File: config.mk
export PLATFORM = sky130hd
export DESIGN_NAME = lpht_ctrl
export DESIGN_NICKNAME = d
export VERILOG_FILES = /design/src/sv/linear_probe_hash_table_macros.svh /design/src/sv/lpht_pkg.sv /design/src/sv/lpht_ctrl.sv
export SDC_FILE = /design/constraint.sdc
export NUM_CORES = 1
export LEC_CHECK = 0
export ABC_CLOCK_PERIOD_IN_PS = 2400
export BUFFER_PORTS_ARGS = -buffer_cell sky130_fd_sc_hd__buf_4
export CAP_MARGIN = 25
export CORE_AREA = 2 2 39 41
export DETAILED_ROUTE_END_ITERATION = 10
export DIE_AREA = 0 0 41 43
export GPL_ROUTABILITY_DRIVEN = 0
export PLACE_DENSITY_LB_ADDON = 0.08
export REMOVE_ABC_BUFFERS = 1
export SYNTH_ARGS = -nofsm -noshare
export SYNTH_HDL_FRONTEND = slang
export SYNTH_SLANG_ARGS = --single-unit
File: constraint.sdc
create_clock -name clk_i -period 2.4 [get_ports clk_i]
set_clock_uncertainty 0.05 [all_clocks]
set_input_delay 0.6 -clock clk_i [delete_from_list [all_inputs] [get_ports clk_i]]
set_output_delay 0.6 -clock clk_i [all_outputs]
set_load 0.01 [all_outputs]
File: src/sv/linear_probe_hash_table_macros.svh
// Assertion helpers used by lpht_dp.
`ifndef LINEAR_PROBE_HASH_TABLE_MACROS_SVH
`define LINEAR_PROBE_HASH_TABLE_MACROS_SVH

// Same-cycle implication, disabled while reset is low.
`define LPHT_ASSERT_IMP(label, clk, rst_n, ante, cons) \
  label: assert property (@(posedge clk) disable iff (!(rst_n)) (ante) |-> (cons)) \
    else $error("lpht: implication check failed");

// Next-cycle implication, disabled while reset is low.
`define LPHT_ASSERT_NXT(label, clk, rst_n, ante, cons) \
  label: assert property (@(posedge clk) disable iff (!(rst_n)) (ante) |=> (cons)) \
    else $error("lpht: next-cycle check failed");

`endif

File: src/sv/lpht_pkg.sv
package lpht_pkg;

  localparam int unsigned KEY_W    = 31;
  localparam int unsigned SIZE_W   = 11;
  localparam int unsigned SLOT_W   = 10;
  localparam int unsigned PROBE_W  = 11;
  localparam int unsigned PADDR_W  = 3;
  localparam int unsigned PDATA_W  = 32;
  localparam int unsigned MOD_CW   = $clog2(KEY_W + 1);

  localparam logic [SIZE_W-1:0] SIZE_RESET = 11'd1024;

  // Register index codes (word index taken from paddr).
  localparam logic REG_TABLE_SIZE = 1'b0;

  typedef enum logic {
    OP_INSERT = 1'b0,
    OP_SEARCH = 1'b1
  } op_e;

  typedef enum logic [1:0] {
    STS_INSERTED  = 2'd0,
    STS_FOUND     = 2'd1,
    STS_NOT_FOUND = 2'd2,
    STS_FULL      = 2'd3
  } status_e;

  typedef enum logic [2:0] {
    S_CLEAR,
    S_IDLE,
    S_MOD,
    S_READ,
    S_CHECK
  } ctrl_state_e;

  typedef struct packed {
    logic clr_step;
    logic load;
    logic probe_init;
    logic rd;
    logic advance;
    logic finish;
  } cmd_t;

  typedef struct packed {
    logic clr_last;
    logic mod_done;
    logic probe_end;
    logic out_free;
  } sts_t;

endpackage

File: src/sv/lpht_ctrl.sv
module lpht_ctrl (
  input  logic           clk_i,
  input  logic           rst_ni,
  input  logic           in_valid_i,
  output logic           in_ready_o,
  input  lpht_pkg::sts_t sts_i,
  output lpht_pkg::cmd_t cmd_o
);

  lpht_pkg::ctrl_state_e state_q, state_d;

  always_comb begin
    state_d = state_q;
    unique case (state_q)
      lpht_pkg::S_CLEAR: begin
        if (sts_i.clr_last) state_d = lpht_pkg::S_IDLE;
      end
      lpht_pkg::S_IDLE: begin
        if (in_valid_i) state_d = lpht_pkg::S_MOD;
      end
      lpht_pkg::S_MOD: begin
        if (sts_i.mod_done) state_d = lpht_pkg::S_READ;
      end
      lpht_pkg::S_READ: begin
        state_d = lpht_pkg::S_CHECK;
      end
      lpht_pkg::S_CHECK: begin
        if (!sts_i.probe_end) begin
          state_d = lpht_pkg::S_READ;
        end else if (sts_i.out_free) begin
          state_d = lpht_pkg::S_IDLE;
        end
      end
      default: state_d = lpht_pkg::S_CLEAR;
    endcase
  end

  always_comb begin
    cmd_o      = '0;
    in_ready_o = 1'b0;
    unique case (state_q)
      lpht_pkg::S_CLEAR: cmd_o.clr_step = 1'b1;
      lpht_pkg::S_IDLE: begin
        in_ready_o = 1'b1;
        cmd_o.load = in_valid_i;
      end
      lpht_pkg::S_MOD:   cmd_o.probe_init = sts_i.mod_done;
      lpht_pkg::S_READ:  cmd_o.rd = 1'b1;
      lpht_pkg::S_CHECK: begin
        cmd_o.advance = !sts_i.probe_end;
        cmd_o.finish  = sts_i.probe_end && sts_i.out_free;
      end
      default: cmd_o = '0;
    endcase
  end

  always_ff @(posedge clk_i or negedge rst_ni) begin
    if (!rst_ni) begin
      state_q <= lpht_pkg::S_CLEAR;
    end else begin
      state_q <= state_d;
    end
  end

endmodule

After elaboration in Yosys (flattened, before gate mapping) --
Index checks and enable logic that the tools add are counted.
Storage, ports and cells: register bits after elaboration 3, bits in latches 0, bits in writable memories 0, memory bits (read-only) 0, input port bits 7, output and inout bits 7, logic and storage cells 25, memories 0
Cells by class: add/sub/neg operators 0, multipliers 0, div/mod/pow operators 0, $lt $le $gt $ge 0, equality and inequality tests 8, shift-type cells 0, muxes and demuxes 12, bitwise gates (word level) 0, reductions and logical operators 4
Operators by type and width (count):
- 2-to-1 mux 3 bit | 5
- one-hot mux 3 bit (5 select lines) | 1
- equality test 3 x 2 -> 1 bit, second input constant | 2
- != test 2 bit, second input constant | 3
- 2-to-1 mux 1 bit | 5
- AND reduction 4 bit | 1
- equality test 3 x 1 -> 1 bit, second input constant | 1
- equality test 3 bit, second input constant | 1
- logical NOT 3 bit | 1
- != test 3 bit, second input constant | 1
- 2-to-1 mux 2 bit | 1
- logical AND 1 bit | 1
- logical NOT 1 bit | 1

Logic depth before layout (Yosys ltp) --
Gate-level depths: netlist of the first run.
word-level depth 3, mapped depth 4, gate-level depth less buffers 3

Worst setup path before layout of the first run --
Ideal clock, no wire load.
path kind input to output, from in sts_i[2] in the netlist's numbering, to out cmd_o[3] in the netlist's numbering, data arrival time 1039 ps, required time 1750 ps, slack 711 ps, stages on the path 1, path buffers 0, path through nor4bb_1
On the way: cells in the longest elaborated chain, start to end 1
RTL lines:
- start: declaration | line lpht_ctrl.sv:6 | input lpht_pkg::sts_t sts_i,
- 2-to-1 mux 1 bit | line lpht_ctrl.sv:41 | unique case (state_q)
- end: declaration | line lpht_ctrl.sv:7 | output lpht_pkg::cmd_t cmd_o
Every way passes these cells.

==> summary.md, run 1 <==
| Metric | Value |
|---|---|
| Largest area contributor in the netlist | `dfrtp_1` |
| PnR worst setup slack | `~440 ps` |
| 1st-pass router iterations | `2` |
| Worst vdd ir | `0.000376 V` |
| Clk_lat worst skew | `230 ps` |
| Die area | `1760 µm²` |
| Crit-path cells | `nor3b_2, and3_1, buf_4` |
| Final worst path period share | `0.815` |
| HP Class | `in2async` |
| Largest family of logic cells by synthesized area | `simple AND/OR/NAND/NOR gates` |
| Grt ovf | `0` |
| Post-Synth Simple-Gate Area | `0.397` |
| Ant. Diodes | `0` |
| Crit. End Element | `output pin` |
| Antenna Nets Post-Route | `0` |
| RSZ-0062 raised after global routing | `false` |
| CTS sink cnt | `3` |
| Arr. time, crit path | `about 1300 ps` |
| GRT Total Usage | `0.0933` |
| Finish-stage setup viols | `0` |
| Cells after Synth | `24` |
| Die Ht | `43 µm` |
| Initial antenna violation count | `0` |
| Post-synthesis xor/xnor area fraction | `0` |
| Initial drt markers | `2` |
| Status | `finished clean` |
| Seq cells post-synth | `3` |
| Total power | `0.390 mW` |
| R2R Setup Slk | `1210 ps` |
| Compound-cell area share of the yosys netlist | `0.144` |
| Terminus of the critical flop-to-flop path | `state_q[1]$_DFFE_PN0P_` |
| Most common cell after layout, fill and taps aside | `buf_4` |
| Final non-filler cell area | `364 µm²` |
| Max FFs per register | `3` |
| Area growth, synth to finish | `50.0%` |
| Final hold viol count | `0` |
| Setup Fix Bufs, Post-CTS | `0` |
| Vias/cell | `4.20` |
| Post-Synth Adder-Cell Area | `0` |
| Largest stage delay, worst path | `500 ps` |
| FP Rows | `14` |
| Critical Path Stages | `3` |
| Largest net degree at the start of global routing | `10` |
| Worst R2R Path Depth | `3` |
| Detailed Route WL | `561 µm` |
| Fraction of layout cells with a size suffix above 1 | `0.513` |
| P_leak | `between 0.15 and 0.2 nW` |
| Most frequent cells in the layout | `buf_4, clkbuf_4, dfrtp_1, nor3b_2, o21bai_1` |
| Fmax achieved | `511 MHz` |
| First-pass GRT wire length | `about 1000 µm` |
| Crit path max-delay cell type | `dfrtp_1` |
| DR vias | `231` |
| CP top delay family | `flip-flops` |
| Setup WS pre-CTS | `644 ps` |
| Buf+Inv Stages, Crit Path | `1` |
| Post-synth cell types | `19` |
| Sequential element share of the synthesized area | `0.309` |
| CP required | `1750 ps` |
| Clock transition at path regs | `30 ps` |
| Multiplexer share of the synthesized area | `0.0412` |
| Biggest registers after layout | `state_q: 3 flops` |
| Pins over their slew limit | `0` |
| Syn avg cell area | `~10 µm²` |
| CTS tree | `built` |
| Die Wd | `41 µm` |
| Worst setup SP type | `register` |
| Cell Pwr Density | `1070 nW/µm²` |
| Max-slew headroom | `0.802` |
| Maximum root-to-sink buffer count | `2` |
| Post-DP Area | `roughly 340 µm²` |
| Crit path time final | `1960 ps` |
| IO Pins | `14` |
| Crit-path max FO | `9` |
| Reg with most FFs | `state_q` |
| Yosys top cell area share | `0.309` |
| Top cells by area, synth | `dfrtp_1, nor3b_2, buf_6` |
| CTS buffer count | `3` |
| Max Cap Violations | `0` |
| Initial Util | `0.175` |
| Fillers | `165` |
| Post-Syn Area | `243 µm²` |
| Worst r2r src | `state_q[2]$_DFFE_PN0P_` |
| DRC | `0` |
| Max H-tree Level | `1` |
| Vias in the first global route | `between 200 and 300` |
| Clock Tree Root | `clkbuf_4` |
| # nets final | `47` |
| Worst-Margin Slew | `297 ps` |
| Critical path class | `reg2out` |
| Core area | `1380 µm²` |
| WL/cell | `10.2 µm` |
| CTS Hold Buffers Added | `0` |
| Hpwl dp | `between 400 and 500 µm` |
| Setup TNS | `0 ps` |
| Port-buffer cells | `13` |
| Syn. warnings | `0` |
| Post_cts resized | `0` |
==> synthesized netlist by cell type <==
cell	count
dfrtp_1	3
buf_6	2
nor3b_2	2
o21bai_1	2
a21oi_1	1
a31oi_1	1
and2_1	1
and2b_1	1
and3_1	1
and3b_1	1
inv_2	1
mux2i_1	1
nand2_1	1
nand2b_1	1
nor3_1	1
nor3_2	1
nor3b_1	1
nor4bb_1	1
o32ai_1	1
==> cell type report <==
type                            count  area (µm²)  area share
Multi-Input combinational cell     18         141       0.388
Timing Repair Buffer               13        97.6       0.268
Sequential cell                     3        75.1       0.206
Clock buffer                        4        26.3      0.0722
Tap cell                           16        20.0      0.0550
Inverter                            1        3.75      0.0103
==> power by group <==
group	internal [mW]	switching (mW)	total (mW)
logic	0.105	0.0770	0.182
registers	0.0722	0.0501	0.122
clock network	0.0621	0.0235	0.0857
total	0.240	0.151	0.390
==> worst reg2reg max path: cells and delay by family (launching register included) <==
family / cells / cell delay (ps)
compound gates: 1 / 150
flops: 1 / 470
simple gates: 2 / 400
==> per-layer routing <==
layer	vias to the layer above	track usage	routed length [µm]	part of all wire
met2	11	0.113	251	0.45
met5	-	0	0	0
met1	102	0.112	243	0.43
li1	118	-	-	-
met3	0	0.0681	65	0.12
met4	0	0.0600	0	0
==> cell families (layout without fill, tap and decap cells) <==
group,count (synthesis),after routing
buf+inv,3,18
compound gates,5,5
simple gates,12,12
flops,3,3
mux,1,1
==> per-stage QoR <==
| step | hold slack [ps] | util | cells |
|---|---|---|---|
| 2_1_floorplan | 254 | - | 22 |
| 3_3_place_gp | 338 | 0.244 | 51 |
| 3_5_place_dp | 342 | 0.244 | 51 |
| 4_1_cts | 96.7 | 0.263 | 55 |
| 5_1_grt | 84.4 | 0.263 | 55 |
| 6_report | 102 | 0.263 | 55 |
==> how the worst max path moves through the flow <==
stage / start / endpoint
finish: state_q[2]$_DFFE_PN0P_ / cmd_o[0]
global route: state_q[2]$_DFFE_PN0P_ / cmd_o[0]
floorplan: sts_i[2] / cmd_o[3]
detailed placement: sts_i[2] / cmd_o[3]
global placement: sts_i[2] / cmd_o[3]
CTS: state_q[2]$_DFFE_PN0P_ / cmd_o[0]
No activity file was read; power rests on OpenSTA's default activity.
==> run 2: changes to the inputs <==
--- a/config.mk
+++ b/config.mk
@@ -5,7 +5,7 @@
 export SDC_FILE = /design/constraint.sdc
 export NUM_CORES = 1
 export LEC_CHECK = 0
-export ABC_CLOCK_PERIOD_IN_PS = 2400
+export ABC_CLOCK_PERIOD_IN_PS = 1900
 export BUFFER_PORTS_ARGS = -buffer_cell sky130_fd_sc_hd__buf_4
 export CAP_MARGIN = 25
 export CORE_AREA = 2 2 39 41
==> constraint.sdc (replaced) <==
create_clock -name clk_i -period 1.9 [get_ports clk_i]
set_clock_uncertainty 0.05 [all_clocks]
set_input_delay 0.475 -clock clk_i [delete_from_list [all_inputs] [get_ports clk_i]]
set_output_delay 0.475 -clock clk_i [all_outputs]
set_load 0.01 [all_outputs]
==> run 2 against run 1 <==
  * Hold slack gained 300 ps
  * Clock power grew 30%
  * Cell area is 3.1% higher
  * Sequential share of layout area down 0.29 points
  * Worst setup slack got worse by 340 ps
  * Critical endpoint unchanged
  * Largest power group unchanged
==> summary.md, run 2 (same netlist as run 1, synthesis figures left out) <==
| Metric | Value |
|---|---|
| Fraction of layout cells with a size suffix above 1 | `0.525` |
| Crit-path cells | `nor3b_2, and3_1, buf_4` |
| Critical path class | `reg2out` |
| Die Ht | `roughly 43 µm` |
| Hold slack | `397 ps` |
| Initial drt markers | `4` |
| Worst R2R Path Depth | `3` |
| Final worst path period share | `0.947` |
| Total power | `0.502 mW` |
| Port-buffer cells | `13` |
| Max FFs per register | `3` |
| DRC | `0` |
| Detailed Route WL | `589 µm` |
| P_leak | `0.179 nW` |
| Terminus of the critical flop-to-flop path | `state_q[1]$_DFFE_PN0P_` |
| Reg with most FFs | `state_q` |
| Die Wd | `41 µm` |
| CP top delay family | `flip-flops` |
| Worst setup path endpoint | `cmd_o[0]` |
| 1st-pass router iterations | `4` |
| Crit path time final | `1800 ps` |
| CTS sink cnt | `3` |
| Worst setup SP type | `register` |
| Die area | `between 1500 and 2000 µm²` |
| Arr. time, crit path | `about 1300 ps` |
| First-pass GRT wire length | `1050 µm` |
| Post-DP Area | `between 300 and 400 µm²` |
| Vias in the first global route | `256` |
| Clock Tree Root | `clkbuf_4` |
| DR vias | `244` |
| Final hold viol count | `0` |
| Clk_lat worst skew | `230 ps` |
| Vias/cell | `4.36` |
| Status | `finished clean` |
| CTS tree | `built` |
| Worst-Margin Slew | `about 290 ps` |
| Final non-filler cell total | `56` |
| Antenna Nets Post-Route | `0` |
| Buf+Inv Stages, Crit Path | `1` |
| Crit path max-delay cell type | `dfrtp_1` |
| HP Class | `in2reg` |
| Pins over their slew limit | `0` |
| WL/cell | `10.5 µm` |
| RSZ-0062 raised after global routing | `false` |
| R2R Setup Slk | `760 ps` |
| Placed Cells | `51` |
| Setup TNS | `0 ps` |
| Core area | `1380 µm²` |
| Max H-tree Level | `1` |
| # nets final | `48` |
| Initial Util | `0.175` |
| Cell Pwr Density | `1340 nW/µm²` |
| IO Pins | `14` |
| Ant. Diodes | `0` |
| Largest stage delay, worst path | `about 470 ps` |
| Most common cell after layout, fill and taps aside | `buf_4` |
| Clock transition at path regs | `40 ps` |
| Max-slew headroom | `0.809` |
| Biggest registers after layout | `state_q: 3 flops` |
| CTS buffer count | `3` |
| Max Cap Violations | `0` |
| GRT Total Usage | `0.0895` |
| Grt ovf | `0` |
| Hpwl dp | `between 400 and 500 µm` |
| Finish-stage setup viols | `0` |
| Largest net degree at the start of global routing | `10` |
| Final non-filler cell area | `375 µm²` |
| Setup crit start | `state_q[1]$_DFFE_PN0P_` |
| Initial antenna violation count | `0` |
| Most frequent cells in the layout | `buf_4, clkbuf_4, nor3b_2, o21bai_1, dfrtp_1` |
| Area growth, synth to finish | `54.6%` |
| Crit-path max FO | `9` |
| FP Rows | `14` |
| Crit. End Element | `output pin` |
| Critical Path Stages | `3` |
| Fmax achieved | `~560 MHz` |
| Setup Fix Bufs, Post-CTS | `0` |
| Worst vdd ir | `0.000442 V` |
| CP required | `1370 ps` |
| Worst r2r src | `state_q[2]$_DFFE_PN0P_` |
| Maximum root-to-sink buffer count | `2` |
-- run 2: power by group --
part / internal, mW / switching [mW] / leakage [nW]
Combinational: 0.135 / 0.101 / 0.126
Sequential: 0.0928 / 0.0631 / 0.0370
Clock: 0.0786 / 0.0320 / 0.0150
Total: 0.306 / 0.196 / 0.179
-- run 2: stage by stage --
step / util / worst slack (ps)
after floorplan: - / 445
after detailed placement: 0.244 / 318
after global routing: 0.271 / 8.06
final: 0.271 / 100
after CTS: 0.270 / 58.0
after global placement: 0.244 / 341
-- run 2: repair_timing --
item                                    in CTS  in global routing
hold buffers                                 1                  0
endpoints found under the setup margin       0                  2
hold endpoints to repair                     3                  0
gates resized for setup                      0                  1
-- run 2: how the worst min path moves through the flow --
| stage | from | endpoint | slack, ps | depth (start not counted) |
|---|---|---|---|---|
| 2_1_floorplan | rst_ni | state_q[0]$_DFFE_PN0P_ | 130 | 0 |
| 3_3_place_gp | rst_ni | state_q[1]$_DFFE_PN0P_ | 210 | 1 |
| 5_1_grt | sts_i[0] | state_q[2]$_DFFE_PN0P_ | 410 | 2 |
| 4_1_cts | sts_i[0] | state_q[2]$_DFFE_PN0P_ | 390 | 2 |
| 3_5_place_dp | rst_ni | state_q[0]$_DFFE_PN0P_ | 210 | 1 |
| 6_report | sts_i[0] | state_q[2]$_DFFE_PN0P_ | 400 | 2 |
-- run 2: metal layers --
layer,global-route usage,up-vias,share of wire
met3,0.0314,0,0.070
met1,0.107,114,0.44
met5,0,-,0
met4,0.0600,0,0
met2,0.128,9,0.48
li1,-,121,-
-- run 2: area by class of cell --
cell class	instances	area, µm²
Fill cell	155	1010
Multi-Input combinational cell	18	141
Timing Repair Buffer	14	108
Sequential cell	3	76.3
Clock buffer	4	26.3
Tap cell	16	20.0
Inverter	1	3.75
==> run 3: changes to the inputs <==
--- a/config.mk
+++ b/config.mk
@@ -5,14 +5,13 @@
 export SDC_FILE = /design/constraint.sdc
 export NUM_CORES = 1
 export LEC_CHECK = 0
-export ABC_CLOCK_PERIOD_IN_PS = 1900
+export ABC_CLOCK_PERIOD_IN_PS = 2080
 export BUFFER_PORTS_ARGS = -buffer_cell sky130_fd_sc_hd__buf_4
 export CAP_MARGIN = 25
 export CORE_AREA = 2 2 39 41
 export DETAILED_ROUTE_END_ITERATION = 10
 export DIE_AREA = 0 0 41 43
 export GPL_ROUTABILITY_DRIVEN = 0
-export PLACE_DENSITY_LB_ADDON = 0.08
 export REMOVE_ABC_BUFFERS = 1
 export SYNTH_ARGS = -nofsm -noshare
 export SYNTH_HDL_FRONTEND = slang
==> constraint.sdc (replaced) <==
create_clock -name clk_i -period 2.08 [get_ports clk_i]
set_clock_uncertainty 0.05 [all_clocks]
set_input_delay 0.52 -clock clk_i [delete_from_list [all_inputs] [get_ports clk_i]]
set_output_delay 0.52 -clock clk_i [all_outputs]
set_load 0.01 [all_outputs]
==> run 3 against run 2 <==
  * Worst setup slack improved by 130 ps
  * Power decreased by 9.9%
  * Via count decreased by 3.7%
  * Cell area decreased by 3.0%
  * Combinational power decreased by 9.8%
  * Critical endpoint unchanged
  * Highest routed layer unchanged
==> summary.md, run 3 (same netlist as run 1, synthesis figures left out) <==
| Metric | Value |
|---|---|
| Status | `finished clean` |
| Reg with most FFs | `state_q` |
| Final non-filler cell total | `55` |
| Ant. Diodes | `0` |
| Max FFs per register | `3` |
| Placed Cells | `51` |
| # nets final | `47` |
| Detailed Route WL | `approximately 540 µm` |
| Most common cell after layout, fill and taps aside | `buf_4` |
| HP Class | `in2async` |
| Fraction of layout cells with a size suffix above 1 | `0.513` |
| Max-slew headroom | `0.810` |
| Clock transition at path regs | `about 30 ps` |
| Setup Fix Bufs, Post-CTS | `0` |
| Final worst path period share | `0.889` |
| Grt ovf | `0` |
| Port-buffer cells | `13` |
| Max Cap Violations | `0` |
| Initial drt markers | `7` |
| Finish-stage setup viols | `0` |
| Pins over their slew limit | `0` |
| Die area | `roughly 1800 µm²` |
| Clk_lat worst skew | `230 ps` |
| CTS Hold Buffers Added | `0` |
| Die Wd | `just over 40 µm` |
| Hold slack | `21.7 ps` |
| Worst r2r src | `state_q[2]$_DFFE_PN0P_` |
| Setup TNS | `0 ps` |
| Sw Share | `0.388` |
| Maximum root-to-sink buffer count | `2` |
| Hpwl dp | `425 µm` |
| Most frequent cells in the layout | `buf_4, clkbuf_4, dfrtp_1, nor3b_2, o21bai_1` |
| Worst vdd ir | `0.000420 V` |
| IO Pins | `14` |
| Vias in the first global route | `207` |
| DR vias | `235` |
| DRC | `0` |
| Comb pwr share | `0.469` |
| Core area | `1380 µm²` |
| Cell Pwr Density | `1240 nW/µm²` |
| Crit-path max FO | `9` |
| Internal cell power | `between 0.2 and 0.3 mW` |
| Clock Tree Root | `clkbuf_4` |
| PnR worst setup slack | `roughly 230 ps` |
| Area growth, synth to finish | `50.0%` |
| 1st-pass router iterations | `3` |
| Final hold viol count | `0` |
| FP Rows | `14` |
| GRT Total Usage | `0.0755` |
| Total power | `0.452 mW` |
| Initial Util | `0.175` |
| Psw | `~0.18 mW` |
| CTS buffer count | `3` |
| Clock network fraction of total power | `0.223` |
| CTS sink cnt | `3` |
| Fmax achieved | `541 MHz` |
| Antenna Nets Post-Route | `0` |
| Post_cts resized | `0` |
| Crit. End Element | `output pin` |
| Final non-filler cell area | `364 µm²` |
| Worst R2R Path Depth | `3` |
| Largest net degree at the start of global routing | `10` |
| First-pass GRT wire length | `821 µm` |
| Max H-tree Level | `1` |
| Fillers | `146` |
| CP required | `1510 ps` |
| Die Ht | `43 µm` |
| Setup crit start | `state_q[2]$_DFFE_PN0P_` |
| Post-DP Area | `338 µm²` |
| Util after Layout | `0.263` |
| RSZ-0062 raised after global routing | `false` |
| Setup WS pre-CTS | `436 ps` |
| P_leak | `about 0.18 nW` |
| Critical path class | `reg2out` |
| Worst-Margin Slew | `281 ps` |
| Vias/cell | `4.27` |
| Biggest registers after layout | `state_q: 3 flops` |
| Worst setup SP type | `register` |
| WL/cell | `9.82 µm` |
| Reg power frac | `0.308` |
| CTS tree | `built` |
| Initial antenna violation count | `0` |
| Crit path time final | `1850 ps` |
| Arr. time, crit path | `1280 ps` |
==> run 3: cell types whose count changed in the layout (fill, tap and decap cells not counted), sizes merged <==
| cell | delta |
|---|---|
| dlygate4sd3 | -1 |
==> run 3: power by group through the flow <==
| stage | Clock (mW) | Sequential, mW | Combinational (mW) |
|---|---|---|---|
| floorplan | 0 | 0.128 | 0.125 |
| global placement | 0 | 0.139 | 0.212 |
| detailed placement | 0 | 0.141 | 0.213 |
| CTS | 0.107 | 0.140 | 0.215 |
| global route | 0.111 | 0.148 | 0.233 |
| finish | 0.101 | 0.139 | 0.212 |
==> run 3: worst paths after layout <==
check,endpoint,slack (ps)
worst min register to register,state_q[0]$_DFFE_PN0P_,580
worst max register to register,state_q[1]$_DFFE_PN0P_,890
max in group asynchronous,state_q[2]$_DFFE_PN0P_,1860
worst max-delay path,cmd_o[0],230
worst min-delay path,state_q[1]$_DFFE_PN0P_,20
min in group clk_i,state_q[2]$_DFFE_PN0P_,430
==> run 3: final cells by class <==
class | instances | area, µm² | area share
tap | 16 | 20.0 | 0.0550
multi-input combinational | 18 | 141 | 0.388
timing repair buffer | 13 | 97.6 | 0.268
inverter | 1 | 3.75 | 0.0103
clock buffer | 4 | 26.3 | 0.0722
sequential | 3 | 75.1 | 0.206
==> run 3: critical path: stages, from the launching register on <==
cell and delay, ps:
dfrtp_1 490, nor3b_2 260, and3_1 180, buf_4 110
==> run 3: routing by layer <==
metal  track usage  wire length, µm  part of all wire  vias to the layer above
li1              -                -                 -                      117
met1        0.0971              247              0.46                      106
met3        0.0157               59              0.11                        0
met4         0.100                0                 0                        0
met5             0                0                 0                        -
met2        0.0844              234              0.43                       12
